[config.mk]
export PLATFORM = sky130hd
export DESIGN_NAME = masked_disparity_to_point_projector_unit
export DESIGN_NICKNAME = d
export VERILOG_FILES = /design/src/sv/mdpp_pkg.sv /design/src/sv/mdpp_div.sv /design/src/sv/mdpp_datapath.sv /design/src/sv/mdpp_ctrl.sv /design/src/sv/masked_disparity_to_point_projector_unit.sv
export SDC_FILE = /design/constraint.sdc
export NUM_CORES = 2
export LEC_CHECK = 0
export BUFFER_PORTS_ARGS = -buffer_cell sky130_fd_sc_hd__buf_4
export CORE_MARGIN = 1
export CORE_UTILIZATION = 40
export DETAILED_ROUTE_END_ITERATION = 10
export SLEW_MARGIN = 15
export SYNTH_ARGS = -nofsm -noshare
export SYNTH_HDL_FRONTEND = slang
export SYNTH_SLANG_ARGS = --single-unit
[constraint.sdc]
create_clock -name clk_i -period 40.9 [get_ports clk_i]
set_input_delay 8.18 -clock clk_i [delete_from_list [all_inputs] [get_ports clk_i]]
set_output_delay 8.18 -clock clk_i [all_outputs]
set_load 0.01 [all_outputs]
[src/sv/mdpp_pkg.sv]
// shared types and constants of the disparity point projector
package mdpp_pkg;

  localparam int unsigned BF_W   = 32;
  localparam int unsigned DISP_W = 16;
  localparam int unsigned OUT_W  = 24;
  localparam int unsigned CFG_IDX_W = 3;

  localparam logic [CFG_IDX_W-1:0] CFG_FOCAL_X   = 3'd0;
  localparam logic [CFG_IDX_W-1:0] CFG_FOCAL_Y   = 3'd1;
  localparam logic [CFG_IDX_W-1:0] CFG_CENTER_X  = 3'd2;
  localparam logic [CFG_IDX_W-1:0] CFG_CENTER_Y  = 3'd3;
  localparam logic [CFG_IDX_W-1:0] CFG_BASE_FOC  = 3'd4;
  localparam logic [CFG_IDX_W-1:0] CFG_MIN_DISP  = 3'd5;
  localparam logic [CFG_IDX_W-1:0] CFG_MAX_DISP  = 3'd6;
  localparam logic [CFG_IDX_W-1:0] CFG_EMIT_UNM  = 3'd7;

  typedef enum logic [3:0] {
    ST_IDLE,
    ST_MUL,
    ST_Z_GO,
    ST_Z_RUN,
    ST_X_GO,
    ST_X_RUN,
    ST_Y_GO,
    ST_Y_RUN,
    ST_DONE
  } state_e;

  typedef enum logic [1:0] {
    SEL_Z,
    SEL_X,
    SEL_Y
  } div_sel_e;

  typedef struct packed {
    logic     load;
    logic     mul;
    logic     div_start;
    div_sel_e div_sel;
    logic     store;
    logic     out_load;
  } cmd_t;

  typedef struct packed {
    logic need_point;
    logic div_done;
    logic out_free;
  } status_t;

endpackage

[src/sv/mdpp_div.sv]
// iterative restoring divider, one quotient bit per cycle
module mdpp_div #(
  parameter int unsigned NUM_W = 48
) (
  input  logic                      clk_i,
  input  logic                      rst_ni,
  input  logic                      start_i,
  input  logic [NUM_W-1:0]          num_i,
  input  logic [mdpp_pkg::BF_W-1:0] den_i,
  output logic [NUM_W-1:0]          quot_o,
  output logic                      done_o
);

  localparam int unsigned CNT_W = $clog2(NUM_W + 1);
  localparam int unsigned DW = mdpp_pkg::BF_W;

  logic [NUM_W-1:0] quot_q, quot_d;
  logic [DW-1:0]    rem_q, rem_d;
  logic [DW-1:0]    den_q;
  logic [CNT_W-1:0] cnt_q, cnt_d;
  logic             busy_q, busy_d;
  logic             done_q, done_d;
  logic [DW:0]      trial;
  logic [DW:0]      diff;

  always_comb begin
    trial  = {rem_q, quot_q[NUM_W-1]};
    diff   = trial - {1'b0, den_q};
    quot_d = quot_q;
    rem_d  = rem_q;
    cnt_d  = cnt_q;
    busy_d = busy_q;
    done_d = 1'b0;
    if (start_i) begin
      quot_d = num_i;
      rem_d  = '0;
      cnt_d  = CNT_W'(NUM_W);
      busy_d = 1'b1;
    end else if (busy_q) begin
      if (trial >= {1'b0, den_q}) begin
        rem_d  = diff[DW-1:0];
        quot_d = {quot_q[NUM_W-2:0], 1'b1};
      end else begin
        rem_d  = trial[DW-1:0];
        quot_d = {quot_q[NUM_W-2:0], 1'b0};
      end
      cnt_d = cnt_q - 1'b1;
      if (cnt_q == CNT_W'(1)) begin
        busy_d = 1'b0;
        done_d = 1'b1;
      end
    end
  end

  always_ff @(posedge clk_i or negedge rst_ni) begin
    if (!rst_ni) begin
      busy_q <= 1'b0;
      done_q <= 1'b0;
      cnt_q  <= '0;
    end else begin
      busy_q <= busy_d;
      done_q <= done_d;
      cnt_q  <= cnt_d;
    end
  end

  always_ff @(posedge clk_i) begin
    quot_q <= quot_d;
    rem_q  <= rem_d;
    if (start_i) begin
      den_q <= den_i;
    end
  end

  assign quot_o = quot_q;
  assign done_o = done_q;

endmodule

[src/sv/mdpp_datapath.sv]
// registers, multipliers, divider and output stage of the projector
module mdpp_datapath #(
  parameter int unsigned COORD_BITS = 12,
  parameter int unsigned COUNT_BITS = 24
) (
  input  logic                           clk_i,
  input  logic                           rst_ni,
  input  mdpp_pkg::cmd_t                 cmd_i,
  output mdpp_pkg::status_t              status_o,
  input  logic                           cfg_we_i,
  input  logic [mdpp_pkg::CFG_IDX_W-1:0] cfg_idx_i,
  input  logic [mdpp_pkg::BF_W-1:0]      cfg_data_i,
  input  logic [COORD_BITS-1:0]          col_i,
  input  logic [COORD_BITS-1:0]          row_i,
  input  logic                           mask_i,
  input  logic [15:0]                    disparity_q4_i,
  input  logic                           disparity_valid_i,
  input  logic [7:0]                     red_i,
  input  logic [7:0]                     green_i,
  input  logic [7:0]                     blue_i,
  input  logic                           last_pixel_i,
  output logic                           out_valid_o,
  input  logic                           out_stall_i,
  output logic                           in_filtered_o,
  output logic                           in_raw_o,
  output logic signed [23:0]             x_mm_o,
  output logic signed [23:0]             y_mm_o,
  output logic [23:0]                    z_mm_o,
  output logic [7:0]                     red_out_o,
  output logic [7:0]                     green_out_o,
  output logic [7:0]                     blue_out_o,
  output logic [23:0]                    masked_total_o,
  output logic [23:0]                    depth_total_o,
  output logic                           region_end_o
);

  localparam int unsigned P16_W = COORD_BITS + 4;
  localparam int unsigned MAG_W = (P16_W > 16) ? P16_W : 16;
  localparam int unsigned BW    = mdpp_pkg::BF_W;
  localparam int unsigned NUM_W = MAG_W + BW;
  localparam int unsigned OW    = mdpp_pkg::OUT_W;
  localparam logic [OW-1:0] SMAX = {1'b0, {(OW-1){1'b1}}};
  localparam logic [OW-1:0] SMIN_MAG = {1'b1, {(OW-1){1'b0}}};
  localparam logic [OW-1:0] UMAX = '1;

  // configuration
  logic [15:0]   focal_x_q, focal_y_q, center_x_q, center_y_q;
  logic [15:0]   min_disp_q, max_disp_q;
  logic [BW-1:0] bf_q;
  logic          emit_q;

  // running counts
  logic [COUNT_BITS-1:0] masked_cnt_q, depth_cnt_q;
  logic [COUNT_BITS-1:0] masked_new, depth_new;

  // item
  logic [MAG_W-1:0] mag_x_q, mag_y_q;
  logic             neg_x_q, neg_y_q;
  logic [15:0]      disp_q;
  logic             filt_q, raw_q, last_q;
  logic [7:0]       red_q, green_q, blue_q;
  logic [OW-1:0]    mtot_q, dtot_q;

  // products and results
  logic [NUM_W-1:0] num_x_q, num_y_q;
  logic [BW-1:0]    den_x_q, den_y_q;
  logic [OW-1:0]    x_q, y_q, z_q;

  // output stage
  logic          out_valid_q;
  logic          filt_o_q, raw_o_q, last_o_q;
  logic [OW-1:0] x_o_q, y_o_q, z_o_q, mtot_o_q, dtot_o_q;
  logic [7:0]    red_o_q, green_o_q, blue_o_q;

  logic             in_range, kept;
  logic [P16_W-1:0] p16_x, p16_y;
  logic [MAG_W-1:0] px_e, py_e, cx_e, cy_e;
  logic [15:0]      fx_eff, fy_eff;
  logic [NUM_W-1:0] div_num, quot;
  logic [BW-1:0]    div_den;
  logic             div_done;
  logic [OW-1:0]    q_sat_s, q_sat_u;
  logic [OW-1:0]    q_clip_neg;
  logic             sel_neg;
  logic [31:0]      mtot_ext, dtot_ext;

  assign in_range = disparity_valid_i && (disparity_q4_i >= min_disp_q)
                    && (disparity_q4_i <= max_disp_q);
  assign kept = in_range && (disparity_q4_i != '0);

  assign masked_new = (mask_i && (masked_cnt_q != '1)) ? masked_cnt_q + 1'b1 : masked_cnt_q;
  assign depth_new  = (mask_i && in_range && (depth_cnt_q != '1)) ?
                      depth_cnt_q + 1'b1 : depth_cnt_q;
  assign mtot_ext = 32'(masked_new);
  assign dtot_ext = 32'(depth_new);

  assign p16_x = {col_i, 4'b0000};
  assign p16_y = {row_i, 4'b0000};
  assign px_e  = MAG_W'(p16_x);
  assign py_e  = MAG_W'(p16_y);
  assign cx_e  = MAG_W'(center_x_q);
  assign cy_e  = MAG_W'(center_y_q);
  assign fx_eff = (focal_x_q == '0) ? 16'd1 : focal_x_q;
  assign fy_eff = (focal_y_q == '0) ? 16'd1 : focal_y_q;

  always_ff @(posedge clk_i or negedge rst_ni) begin
    if (!rst_ni) begin
      focal_x_q    <= 16'd256;
      focal_y_q    <= 16'd256;
      center_x_q   <= '0;
      center_y_q   <= '0;
      bf_q         <= '0;
      min_disp_q   <= '0;
      max_disp_q   <= 16'hFFFF;
      emit_q       <= 1'b0;
      masked_cnt_q <= '0;
      depth_cnt_q  <= '0;
      out_valid_q  <= 1'b0;
    end else begin
      if (cfg_we_i) begin
        case (cfg_idx_i)
          mdpp_pkg::CFG_FOCAL_X:  focal_x_q  <= cfg_data_i[15:0];
          mdpp_pkg::CFG_FOCAL_Y:  focal_y_q  <= cfg_data_i[15:0];
          mdpp_pkg::CFG_CENTER_X: center_x_q <= cfg_data_i[15:0];
          mdpp_pkg::CFG_CENTER_Y: center_y_q <= cfg_data_i[15:0];
          mdpp_pkg::CFG_BASE_FOC: bf_q       <= cfg_data_i;
          mdpp_pkg::CFG_MIN_DISP: min_disp_q <= cfg_data_i[15:0];
          mdpp_pkg::CFG_MAX_DISP: max_disp_q <= cfg_data_i[15:0];
          mdpp_pkg::CFG_EMIT_UNM: emit_q     <= cfg_data_i[0];
          default: ;
        endcase
      end
      if (cmd_i.load) begin
        masked_cnt_q <= last_pixel_i ? '0 : masked_new;
        depth_cnt_q  <= last_pixel_i ? '0 : depth_new;
      end
      if (cmd_i.out_load) begin
        out_valid_q <= 1'b1;
      end else if (!out_stall_i) begin
        out_valid_q <= 1'b0;
      end
    end
  end

  always_ff @(posedge clk_i) begin
    if (cmd_i.load) begin
      neg_x_q <= px_e < cx_e;
      neg_y_q <= py_e < cy_e;
      mag_x_q <= (px_e >= cx_e) ? px_e - cx_e : cx_e - px_e;
      mag_y_q <= (py_e >= cy_e) ? py_e - cy_e : cy_e - py_e;
      disp_q  <= disparity_q4_i;
      filt_q  <= kept && mask_i;
      raw_q   <= kept && emit_q;
      last_q  <= last_pixel_i;
      red_q   <= red_i;
      green_q <= green_i;
      blue_q  <= blue_i;
      mtot_q  <= mtot_ext[OW-1:0];
      dtot_q  <= dtot_ext[OW-1:0];
    end
    if (cmd_i.mul) begin
      num_x_q <= NUM_W'(mag_x_q) * NUM_W'(bf_q);
      num_y_q <= NUM_W'(mag_y_q) * NUM_W'(bf_q);
      den_x_q <= BW'(fx_eff) * BW'(disp_q);
      den_y_q <= BW'(fy_eff) * BW'(disp_q);
    end
  end

  always_comb begin
    case (cmd_i.div_sel)
      mdpp_pkg::SEL_X: begin
        div_num = num_x_q;
        div_den = den_x_q;
        sel_neg = neg_x_q;
      end
      mdpp_pkg::SEL_Y: begin
        div_num = num_y_q;
        div_den = den_y_q;
        sel_neg = neg_y_q;
      end
      default: begin
        div_num = NUM_W'(bf_q);
        div_den = BW'(disp_q);
        sel_neg = 1'b0;
      end
    endcase
  end

  mdpp_div #(
    .NUM_W (NUM_W)
  ) u_div (
    .clk_i   (clk_i),
    .rst_ni  (rst_ni),
    .start_i (cmd_i.div_start),
    .num_i   (div_num),
    .den_i   (div_den),
    .quot_o  (quot),
    .done_o  (div_done)
  );

  // saturation of the quotient
  always_comb begin
    q_sat_u    = (quot > NUM_W'(UMAX)) ? UMAX : quot[OW-1:0];
    q_clip_neg = (quot > NUM_W'(SMIN_MAG)) ? SMIN_MAG : quot[OW-1:0];
    if (sel_neg) begin
      q_sat_s = ~q_clip_neg + 1'b1;
    end else begin
      q_sat_s = (quot > NUM_W'(SMAX)) ? SMAX : quot[OW-1:0];
    end
  end

  always_ff @(posedge clk_i) begin
    if (cmd_i.store) begin
      case (cmd_i.div_sel)
        mdpp_pkg::SEL_X: x_q <= q_sat_s;
        mdpp_pkg::SEL_Y: y_q <= q_sat_s;
        default:         z_q <= q_sat_u;
      endcase
    end
    if (cmd_i.out_load) begin
      filt_o_q  <= filt_q;
      raw_o_q   <= raw_q;
      last_o_q  <= last_q;
      mtot_o_q  <= mtot_q;
      dtot_o_q  <= dtot_q;
      if (filt_q || raw_q) begin
        x_o_q     <= x_q;
        y_o_q     <= y_q;
        z_o_q     <= z_q;
        red_o_q   <= red_q;
        green_o_q <= green_q;
        blue_o_q  <= blue_q;
      end else begin
        x_o_q     <= '0;
        y_o_q     <= '0;
        z_o_q     <= '0;
        red_o_q   <= '0;
        green_o_q <= '0;
        blue_o_q  <= '0;
      end
    end
  end

  assign status_o.need_point = kept && (mask_i || emit_q);
  assign status_o.div_done   = div_done;
  assign status_o.out_free   = !out_valid_q || !out_stall_i;

  assign out_valid_o    = out_valid_q;
  assign in_filtered_o  = filt_o_q;
  assign in_raw_o       = raw_o_q;
  assign x_mm_o         = x_o_q;
  assign y_mm_o         = y_o_q;
  assign z_mm_o         = z_o_q;
  assign red_out_o      = red_o_q;
  assign green_out_o    = green_o_q;
  assign blue_out_o     = blue_o_q;
  assign masked_total_o = mtot_o_q;
  assign depth_total_o  = dtot_o_q;
  assign region_end_o   = last_o_q;

endmodule

[src/sv/mdpp_ctrl.sv]
// sequencing state machine of the projector
module mdpp_ctrl (
  input  logic              clk_i,
  input  logic              rst_ni,
  input  logic              in_valid_i,
  output logic              in_stall_o,
  input  mdpp_pkg::status_t status_i,
  output mdpp_pkg::cmd_t    cmd_o
);

  mdpp_pkg::state_e state_q, state_d;
  logic             accept;

  assign accept = in_valid_i && (state_q == mdpp_pkg::ST_IDLE);

  always_comb begin
    state_d = state_q;
    case (state_q)
      mdpp_pkg::ST_IDLE: begin
        if (accept) begin
          state_d = status_i.need_point ? mdpp_pkg::ST_MUL : mdpp_pkg::ST_DONE;
        end
      end
      mdpp_pkg::ST_MUL:   state_d = mdpp_pkg::ST_Z_GO;
      mdpp_pkg::ST_Z_GO:  state_d = mdpp_pkg::ST_Z_RUN;
      mdpp_pkg::ST_Z_RUN: if (status_i.div_done) state_d = mdpp_pkg::ST_X_GO;
      mdpp_pkg::ST_X_GO:  state_d = mdpp_pkg::ST_X_RUN;
      mdpp_pkg::ST_X_RUN: if (status_i.div_done) state_d = mdpp_pkg::ST_Y_GO;
      mdpp_pkg::ST_Y_GO:  state_d = mdpp_pkg::ST_Y_RUN;
      mdpp_pkg::ST_Y_RUN: if (status_i.div_done) state_d = mdpp_pkg::ST_DONE;
      mdpp_pkg::ST_DONE:  if (status_i.out_free) state_d = mdpp_pkg::ST_IDLE;
      default:            state_d = mdpp_pkg::ST_IDLE;
    endcase
  end

  always_comb begin
    cmd_o         = '0;
    cmd_o.div_sel = mdpp_pkg::SEL_Z;
    in_stall_o    = 1'b1;
    case (state_q)
      mdpp_pkg::ST_IDLE: begin
        in_stall_o = 1'b0;
        cmd_o.load = accept;
      end
      mdpp_pkg::ST_MUL: cmd_o.mul = 1'b1;
      mdpp_pkg::ST_Z_GO: cmd_o.div_start = 1'b1;
      mdpp_pkg::ST_Z_RUN: cmd_o.store = status_i.div_done;
      mdpp_pkg::ST_X_GO: begin
        cmd_o.div_sel   = mdpp_pkg::SEL_X;
        cmd_o.div_start = 1'b1;
      end
      mdpp_pkg::ST_X_RUN: begin
        cmd_o.div_sel = mdpp_pkg::SEL_X;
        cmd_o.store   = status_i.div_done;
      end
      mdpp_pkg::ST_Y_GO: begin
        cmd_o.div_sel   = mdpp_pkg::SEL_Y;
        cmd_o.div_start = 1'b1;
      end
      mdpp_pkg::ST_Y_RUN: begin
        cmd_o.div_sel = mdpp_pkg::SEL_Y;
        cmd_o.store   = status_i.div_done;
      end
      mdpp_pkg::ST_DONE: cmd_o.out_load = status_i.out_free;
      default: ;
    endcase
  end

  always_ff @(posedge clk_i or negedge rst_ni) begin
    if (!rst_ni) begin
      state_q <= mdpp_pkg::ST_IDLE;
    end else begin
      state_q <= state_d;
    end
  end

endmodule

[src/sv/masked_disparity_to_point_projector_unit.sv]
// top level of the masked disparity to point projector
//
// input channel: one pixel per beat (in_valid_i / in_stall_o); output channel:
// one result per pixel (out_valid_o / out_stall_i). configuration is written
// through cfg_we_i / cfg_idx_i / cfg_data_i; the user must do so only while no
// pixel is in flight, which the block does not enforce. a pixel that yields no
// point goes from ST_IDLE to ST_DONE and reaches the output register once the
// output is free. a projected pixel runs a multiply step (ST_MUL) and then
// three divisions (z, x, y) on one shared restoring divider, one quotient bit
// per cycle with NUM_W = max(COORD_BITS+4,16)+32 steps each, before ST_DONE.
// the divider sets the rate: one pixel at a time, the next one taken the cycle
// after the result enters the output register. a result waiting under stall
// does not block the next pixel, only the hand-over of the one after it.
// reset clears the counts, loads the default register values and empties the
// output register; the running counts clear after a pixel flagged last_pixel.
module masked_disparity_to_point_projector_unit #(
  parameter int unsigned COORD_BITS = 12,
  parameter int unsigned COUNT_BITS = 24
) (
  input  logic                           clk_i,
  input  logic                           rst_ni,
  input  logic                           cfg_we_i,
  input  logic [mdpp_pkg::CFG_IDX_W-1:0] cfg_idx_i,
  input  logic [mdpp_pkg::BF_W-1:0]      cfg_data_i,
  input  logic                           in_valid_i,
  output logic                           in_stall_o,
  input  logic [COORD_BITS-1:0]          col_i,
  input  logic [COORD_BITS-1:0]          row_i,
  input  logic                           mask_i,
  input  logic [15:0]                    disparity_q4_i,
  input  logic                           disparity_valid_i,
  input  logic [7:0]                     red_i,
  input  logic [7:0]                     green_i,
  input  logic [7:0]                     blue_i,
  input  logic                           last_pixel_i,
  output logic                           out_valid_o,
  input  logic                           out_stall_i,
  output logic                           in_filtered_o,
  output logic                           in_raw_o,
  output logic signed [23:0]             x_mm_o,
  output logic signed [23:0]             y_mm_o,
  output logic [23:0]                    z_mm_o,
  output logic [7:0]                     red_out_o,
  output logic [7:0]                     green_out_o,
  output logic [7:0]                     blue_out_o,
  output logic [23:0]                    masked_total_o,
  output logic [23:0]                    depth_total_o,
  output logic                           region_end_o
);

  mdpp_pkg::cmd_t    cmd;
  mdpp_pkg::status_t status;

  mdpp_ctrl u_ctrl (
    .clk_i      (clk_i),
    .rst_ni     (rst_ni),
    .in_valid_i (in_valid_i),
    .in_stall_o (in_stall_o),
    .status_i   (status),
    .cmd_o      (cmd)
  );

  mdpp_datapath #(
    .COORD_BITS (COORD_BITS),
    .COUNT_BITS (COUNT_BITS)
  ) u_datapath (
    .clk_i             (clk_i),
    .rst_ni            (rst_ni),
    .cmd_i             (cmd),
    .status_o          (status),
    .cfg_we_i          (cfg_we_i),
    .cfg_idx_i         (cfg_idx_i),
    .cfg_data_i        (cfg_data_i),
    .col_i             (col_i),
    .row_i             (row_i),
    .mask_i            (mask_i),
    .disparity_q4_i    (disparity_q4_i),
    .disparity_valid_i (disparity_valid_i),
    .red_i             (red_i),
    .green_i           (green_i),
    .blue_i            (blue_i),
    .last_pixel_i      (last_pixel_i),
    .out_valid_o       (out_valid_o),
    .out_stall_i       (out_stall_i),
    .in_filtered_o     (in_filtered_o),
    .in_raw_o          (in_raw_o),
    .x_mm_o            (x_mm_o),
    .y_mm_o            (y_mm_o),
    .z_mm_o            (z_mm_o),
    .red_out_o         (red_out_o),
    .green_out_o       (green_out_o),
    .blue_out_o        (blue_out_o),
    .masked_total_o    (masked_total_o),
    .depth_total_o     (depth_total_o),
    .region_end_o      (region_end_o)
  );

endmodule

Yosys cells after proc, flatten, opt, wreduce, memory -nomap -nowiden

Cells that the tools add are included.

Word-level logic and storage cells: 180
Bits in registers: 806
Bits of input ports: 107
Output and inout bits: 149

Bitwise operators: 2
Muxes and demuxes: 42
Multiply operators: 4
$add $sub $neg: 9
Reductions and logical operators: 38
Magnitude comparators: 10
Equal/unequal tests: 26

Operators by type and width:

| cell                  | number |
|---|---|
| $mux 24               | 7 |
| $gt 48x24->1 const B  | 2 |
| $mul 16x32->48        | 2 |
| $mux 48               | 2 |
| $pmux 48 s2           | 1 |
| $add 24x1->24 const B | 3 |
| $mul 16x16->32        | 2 |
| $mux 16               | 4 |
| $pmux 32 s2           | 1 |
| $sub 16x16->16        | 4 |
| $ge 16x16->1          | 3 |
| $gt 48x23->1 const B  | 1 |
| $ne 24x24->1 const B  | 2 |
| $pmux 4 s9            | 1 |
| $ge 33x32->1          | 1 |
| $logic_not 16->1      | 2 |
| $lt 16x16->1          | 2 |
| $mux 32               | 1 |
| $sub 32x32->32        | 1 |
| $mux 4                | 6 |
| $not 24->24           | 1 |
| $reduce_and 2->1      | 11 |
| $eq 4x3->1 const B    | 4 |
| $le 16x16->1          | 1 |
| other kinds (26)      | 66 |

Logic depth before layout (Yosys ltp)

Depth in word-level cells: 8
Gate-level depth with buffers: 29
Mapped depth without buffers: 27

Hierarchy

Synthesis repeated with hierarchy kept, for this count alone.

Cells, all modules: 8,519
Area, all modules: 85,190.5 um2

By module, submodules not included:

| module        | sequential area each (um2) | times used | cells an instance | area each (um2) |
|---|---|---|---|---|
| mdpp_datapath | 19,611.3                   | 1          | 7,811             | 77,708.3 |
| mdpp_div      | 3,243.1                    | 1          | 669               | 7,173.1 |
| mdpp_ctrl     | 100.1                      | 1          | 39                | 309.0 |

Least setup slack after synthesis

Ideal clock, no wire load.

Kind: register to register
Start point: register u_ctrl.state_q[1]
End point: register u_datapath.den_x_q[0], enable pin
Data arrival time: 17.453 ns
Setup time: 1.126 ns
Period minus slack after synthesis: 18.579 ns
Data required time: 39.774 ns
Buffers on the path: 3
Path slack: 22.321 ns
Stages on the path, launching flop included: 5
Cell sequence: dfrtp_1 -> clkbuf_1 -> buf_1 -> buf_1 -> nor4b_1

Cells in the longest elaborated chain, start to end: 2

RTL lines:

| what                   | line                 | source |
|---|---|---|
| start, declared        | mdpp_ctrl.sv:11      | `mdpp_pkg::state_e state_q, state_d;` |
| start signal, assigned | mdpp_ctrl.sv:71      | `state_q <= mdpp_pkg::ST_IDLE;` |
| start signal, assigned | mdpp_ctrl.sv:73      | `state_q <= state_d;` |
| $eq 4x1->1             | mdpp_ctrl.sv:40      | `case (state_q)` |
| $mux 1                 | mdpp_ctrl.sv:40      |  |
| end signal, assigned   | mdpp_datapath.sv:164 | `den_x_q <= BW'(fx_eff) * BW'(disp_q);` |
| end, declared          | mdpp_datapath.sv:66  | `logic [BW-1:0] den_x_q, den_y_q;` |

No other way between the ends.
A chain may end at the register's enable or synchronous reset.

Worst setup path after layout

Start point: input port disparity_q4_i[11]
End point: register u_datapath.dtot_q[1] (data pin)

Cells in the longest elaborated chain, start to end: 6
Elaborated cells on any way between the ends: 7
Those cells by class: order compare (2); mux (1); reduce/logical (4)

RTL lines:

| what                              | line                                           | source |
|---|---|---|
| start, declared                   | masked_disparity_to_point_projector_unit.sv:30 | `input logic [15:0] disparity_q4_i,` |
| $ge 16x16->1                      | mdpp_datapath.sv:87                            | `assign in_range = disparity_valid_i && (disparity_q4_i >= min_disp_q)` |
| $logic_and 1x1->1                 | mdpp_datapath.sv:87                            |  |
| $logic_and 1x1->1 *               | mdpp_datapath.sv:88                            | `&& (disparity_q4_i <= max_disp_q);` |
| $logic_and 1x1->1 * (2 in a row)  | mdpp_datapath.sv:92                            | `assign depth_new = (mask_i && in_range && (depth_cnt_q != '1)) ?` |
| $mux 24 *                         | mdpp_datapath.sv:92                            |  |
| named net u_datapath.depth_new[1] | mdpp_datapath.sv:54                            | `logic [COUNT_BITS-1:0] masked_new, depth_new;` |
| end signal, assigned              | mdpp_datapath.sv:159                           | `dtot_q <= dtot_ext[OW-1:0];` |
| end, declared                     | mdpp_datapath.sv:62                            | `logic [OW-1:0] mtot_q, dtot_q;` |

The timed path passes the listed nets; every way through them passes the cells marked *.

==> metrics <==
final critical-path required period=11.09 ns; post-cts gate resize count=0; Routed wire per std cell=20.5 um; setup slack after layout=between 20 and 30 ns; die area=212000 um2; number of CTS-inserted buffers=between 90 and 100; aggregate global routing overflow=0; nature of the critical path endpoint=flip-flop; slew at the pin closest to its max-slew limit=approximately 1.2 ns; via count=between 50000 and 60000; beginning of the worst register-to-register path=u_datapath.bf_q[11]; setup TNS=0 ns; CP Data Required Time=41.39 ns; first-pass GRT wire length=367 mm; Yosys cell types=89; Clock Latency Late Sink=0.77 ns; Max Clk Rate=about 90 MHz; RSZ-0062 raised after global routing=no; fin area=between 90000 and 100000 um2; Placed Area=88900 um2; reg2reg end=u_datapath.num_x_q[47]; share of layout cells above drive strength 1=0.0835; Post-Place Setup Slack=28.64 ns; I/O Pins=256; initial antenna violation count=11; mapped cell area=84100 um2; Nets=10400; cell count after synthesis=8396; relative slew slack=0.189; htree depth=3; 1st-pass router iterations=5; FF+latch count, synth=806; hold crit path type=flip-flop to flip-flop; Hold Crit Endpoint=u_datapath.depth_total_o[2]; vias in the first global route=63200; R2R Setup Slk=approximately 32 ns; Post-synth ARST share=0.236; gpl congestion=0.872; Setup CP Type=input pin to flip-flop; Final Hold Viols=0; CTS Root Cell=clkbuf_16; Yosys Warn Count=0; Max Buffers Root-to-Sink=3; Worst-path clk slew=0.06 ns; most frequent cells in the layout=inv_1 (1523), fa_1 (1227), nand2_1 (1197), edfxtp_1 (584), and2_1 (579); postcts setup bufs=0; Routed Antenna Nets=0; CTS tree=done; Layout area overhead=9.62%; max-slew violations=0; Routed WL=232 mm; multi-input gate area in the final layout=53900 um2; clk_skew=between 0.08 and 0.09 ns; main flop type after synthesis=edfxtp_1; drt drc=0; r2r worst-path depth=25; fillers=between 15000 and 20000; critical-path cell list=buf_4 > ha_1 > and3_1 > a221o_1 > a21oi_1 > o21ai_0 > o22a_1 > nor2_2 > and2_1 > nand3_1 > mux2_2; DR vias/cell=5.23; crit path DAT=11.58 ns; register area share after synthesis=0.273; Cells on Worst Hold Path=0; IO Port Bufs=about 260; Total GRT Usage=0.225; core box area=between 200000 and 250000 um2; syn nets=between 10000 and 15000; DP HPWL=roughly 170 mm; Sink Count=806; hold path start=u_datapath.dtot_q[2]; maximum number of pins on one net before global-route repair=97; die width=460 um; EDFF count, synth=584; Die H=460 um; sequential cell area=23000 um2; 1st-iter DRT viols=3929; Starting Density=0.404; Slowest-stage cell, CP=and2_1; CP peak stage delay=0.72 ns; commonest non-fill, non-tap cell in the layout=inv_1; status=finished clean; # hold bufs at CTS=0; Syn Area/Cell=approximately 10 um2; fin crit share=0.271; nature of the critical path startpoint=input pin; setup violators final=0; # rows=167; maxcap violations=0; peak fanout along the critical path=21
## cell type report
| type | count | share of cell area |
|---|---|---|
| multi-input combinational | 5653 | 0.585 |
| sequential | 806 | 0.249 |
| inverter | 1526 | 0.0622 |
| tap | 2788 | 0.0379 |
| timing repair buffer | 371 | 0.0303 |
| clock buffer | 123 | 0.0281 |
| clock inverter | 56 | 0.00724 |
| antenna | 10 | 0.000272 |
## kinds of logic after synthesis
| group | share of synthesized area |
|---|---|
| compound gates | 0.0702 |
| xor+xnor | 0.0254 |
| fa+ha+maj | 0.376 |
| buf+inv | 0.0868 |
| flops | 0.273 |
| mux | 0.0284 |
| simple gates | 0.140 |
## layer usage
layer,routed length [um],vias to the layer above,GRT usage
met3,16100,389,0.0391
met5,0,-,0
li1,-,26500,-
met2,109000,2007,0.368
met1,99000,30300,0.298
met4,8620,0,0.0801
## sequential cells by signal, indices dropped and copies added (netlist names), 24 cells and up
signal / count
u_datapath.depth_cnt_q: 24
u_datapath.z_q: 24
u_datapath.bf_q: 32
u_datapath.u_div.rem_q: 32
u_datapath.depth_total_o: 24
u_datapath.x_mm_o: 24
u_datapath.z_mm_o: 24
u_datapath.mtot_q: 24
u_datapath.num_y_q: 48
u_datapath.den_y_q: 32
u_datapath.dtot_q: 24
u_datapath.masked_cnt_q: 24
u_datapath.u_div.quot_o: 48
u_datapath.y_mm_o: 24
u_datapath.u_div.den_q: 32
u_datapath.y_q: 24
u_datapath.masked_total_o: 24
u_datapath.den_x_q: 32
u_datapath.num_x_q: 48
u_datapath.x_q: 24
## metrics by stage
stage                     hold slack [ns]  utilization  cells
final                               0.399        0.443  11300
after global routing                0.414        0.443  11300
after CTS                           0.412        0.443  11300
after detailed placement            0.407        0.427  11100
after global placement              0.403        0.427  11100
after floorplan                     0.400            -   8396
## worst max-delay path by stage
stage	startpoint	endpoint	slack, ns	cells past startpoint
2_1_floorplan	u_ctrl.state_q[1]	u_datapath.den_x_q[0]	22.32	4
3_3_place_gp	disparity_q4_i[11]	u_datapath.depth_cnt_q[23]	28.62	12
3_5_place_dp	disparity_q4_i[11]	u_datapath.depth_cnt_q[23]	28.64	12
5_1_grt	disparity_q4_i[11]	u_datapath.depth_cnt_q[23]	29.50	12
6_report	disparity_q4_i[11]	u_datapath.dtot_q[1]	29.81	11
4_1_cts	disparity_q4_i[11]	u_datapath.depth_cnt_q[23]	29.47	12
## cell usage after synthesis, types with 26 or more instances
master	count	area share
edfxtp_1	584	0.21
dfxtp_1	32	0.0076
o21a_1	34	0.0030
o21bai_1	34	0.0030
nand3_1	65	0.0039
nor4_1	26	0.0019
mux2_2	117	0.016
or3_1	45	0.0033
nor2_1	202	0.0090
fa_1	1227	0.29
a211oi_1	27	0.0024
nor2b_1	145	0.011
and2_1	579	0.043
o31ai_1	32	0.0029
inv_1	1525	0.068
xnor2_1	167	0.017
a31oi_1	30	0.0022
ha_1	563	0.084
nand2b_1	43	0.0032
and3_1	37	0.0028
nor3_1	49	0.0029
a21oi_1	269	0.016
clkbuf_1	389	0.017
xor2_1	77	0.0080
mux2i_1	107	0.013
nand2_1	1197	0.053
dfrtp_1	172	0.051
a21o_1	110	0.0098
o21ai_0	261	0.016
## critical path: cells and delay by family
family,cells,cell delay (ns)
adders and majority gates,1,0.30
buffers and inverters,1,0.14
muxes,1,0.33
AOI/OAI and AO/OA,4,0.82
and+or+nand+nor,4,1.80
Power is left out: the tool's default activity adds up to more than one toggle a clock period on the data nets, which glitch-free logic cannot reach.
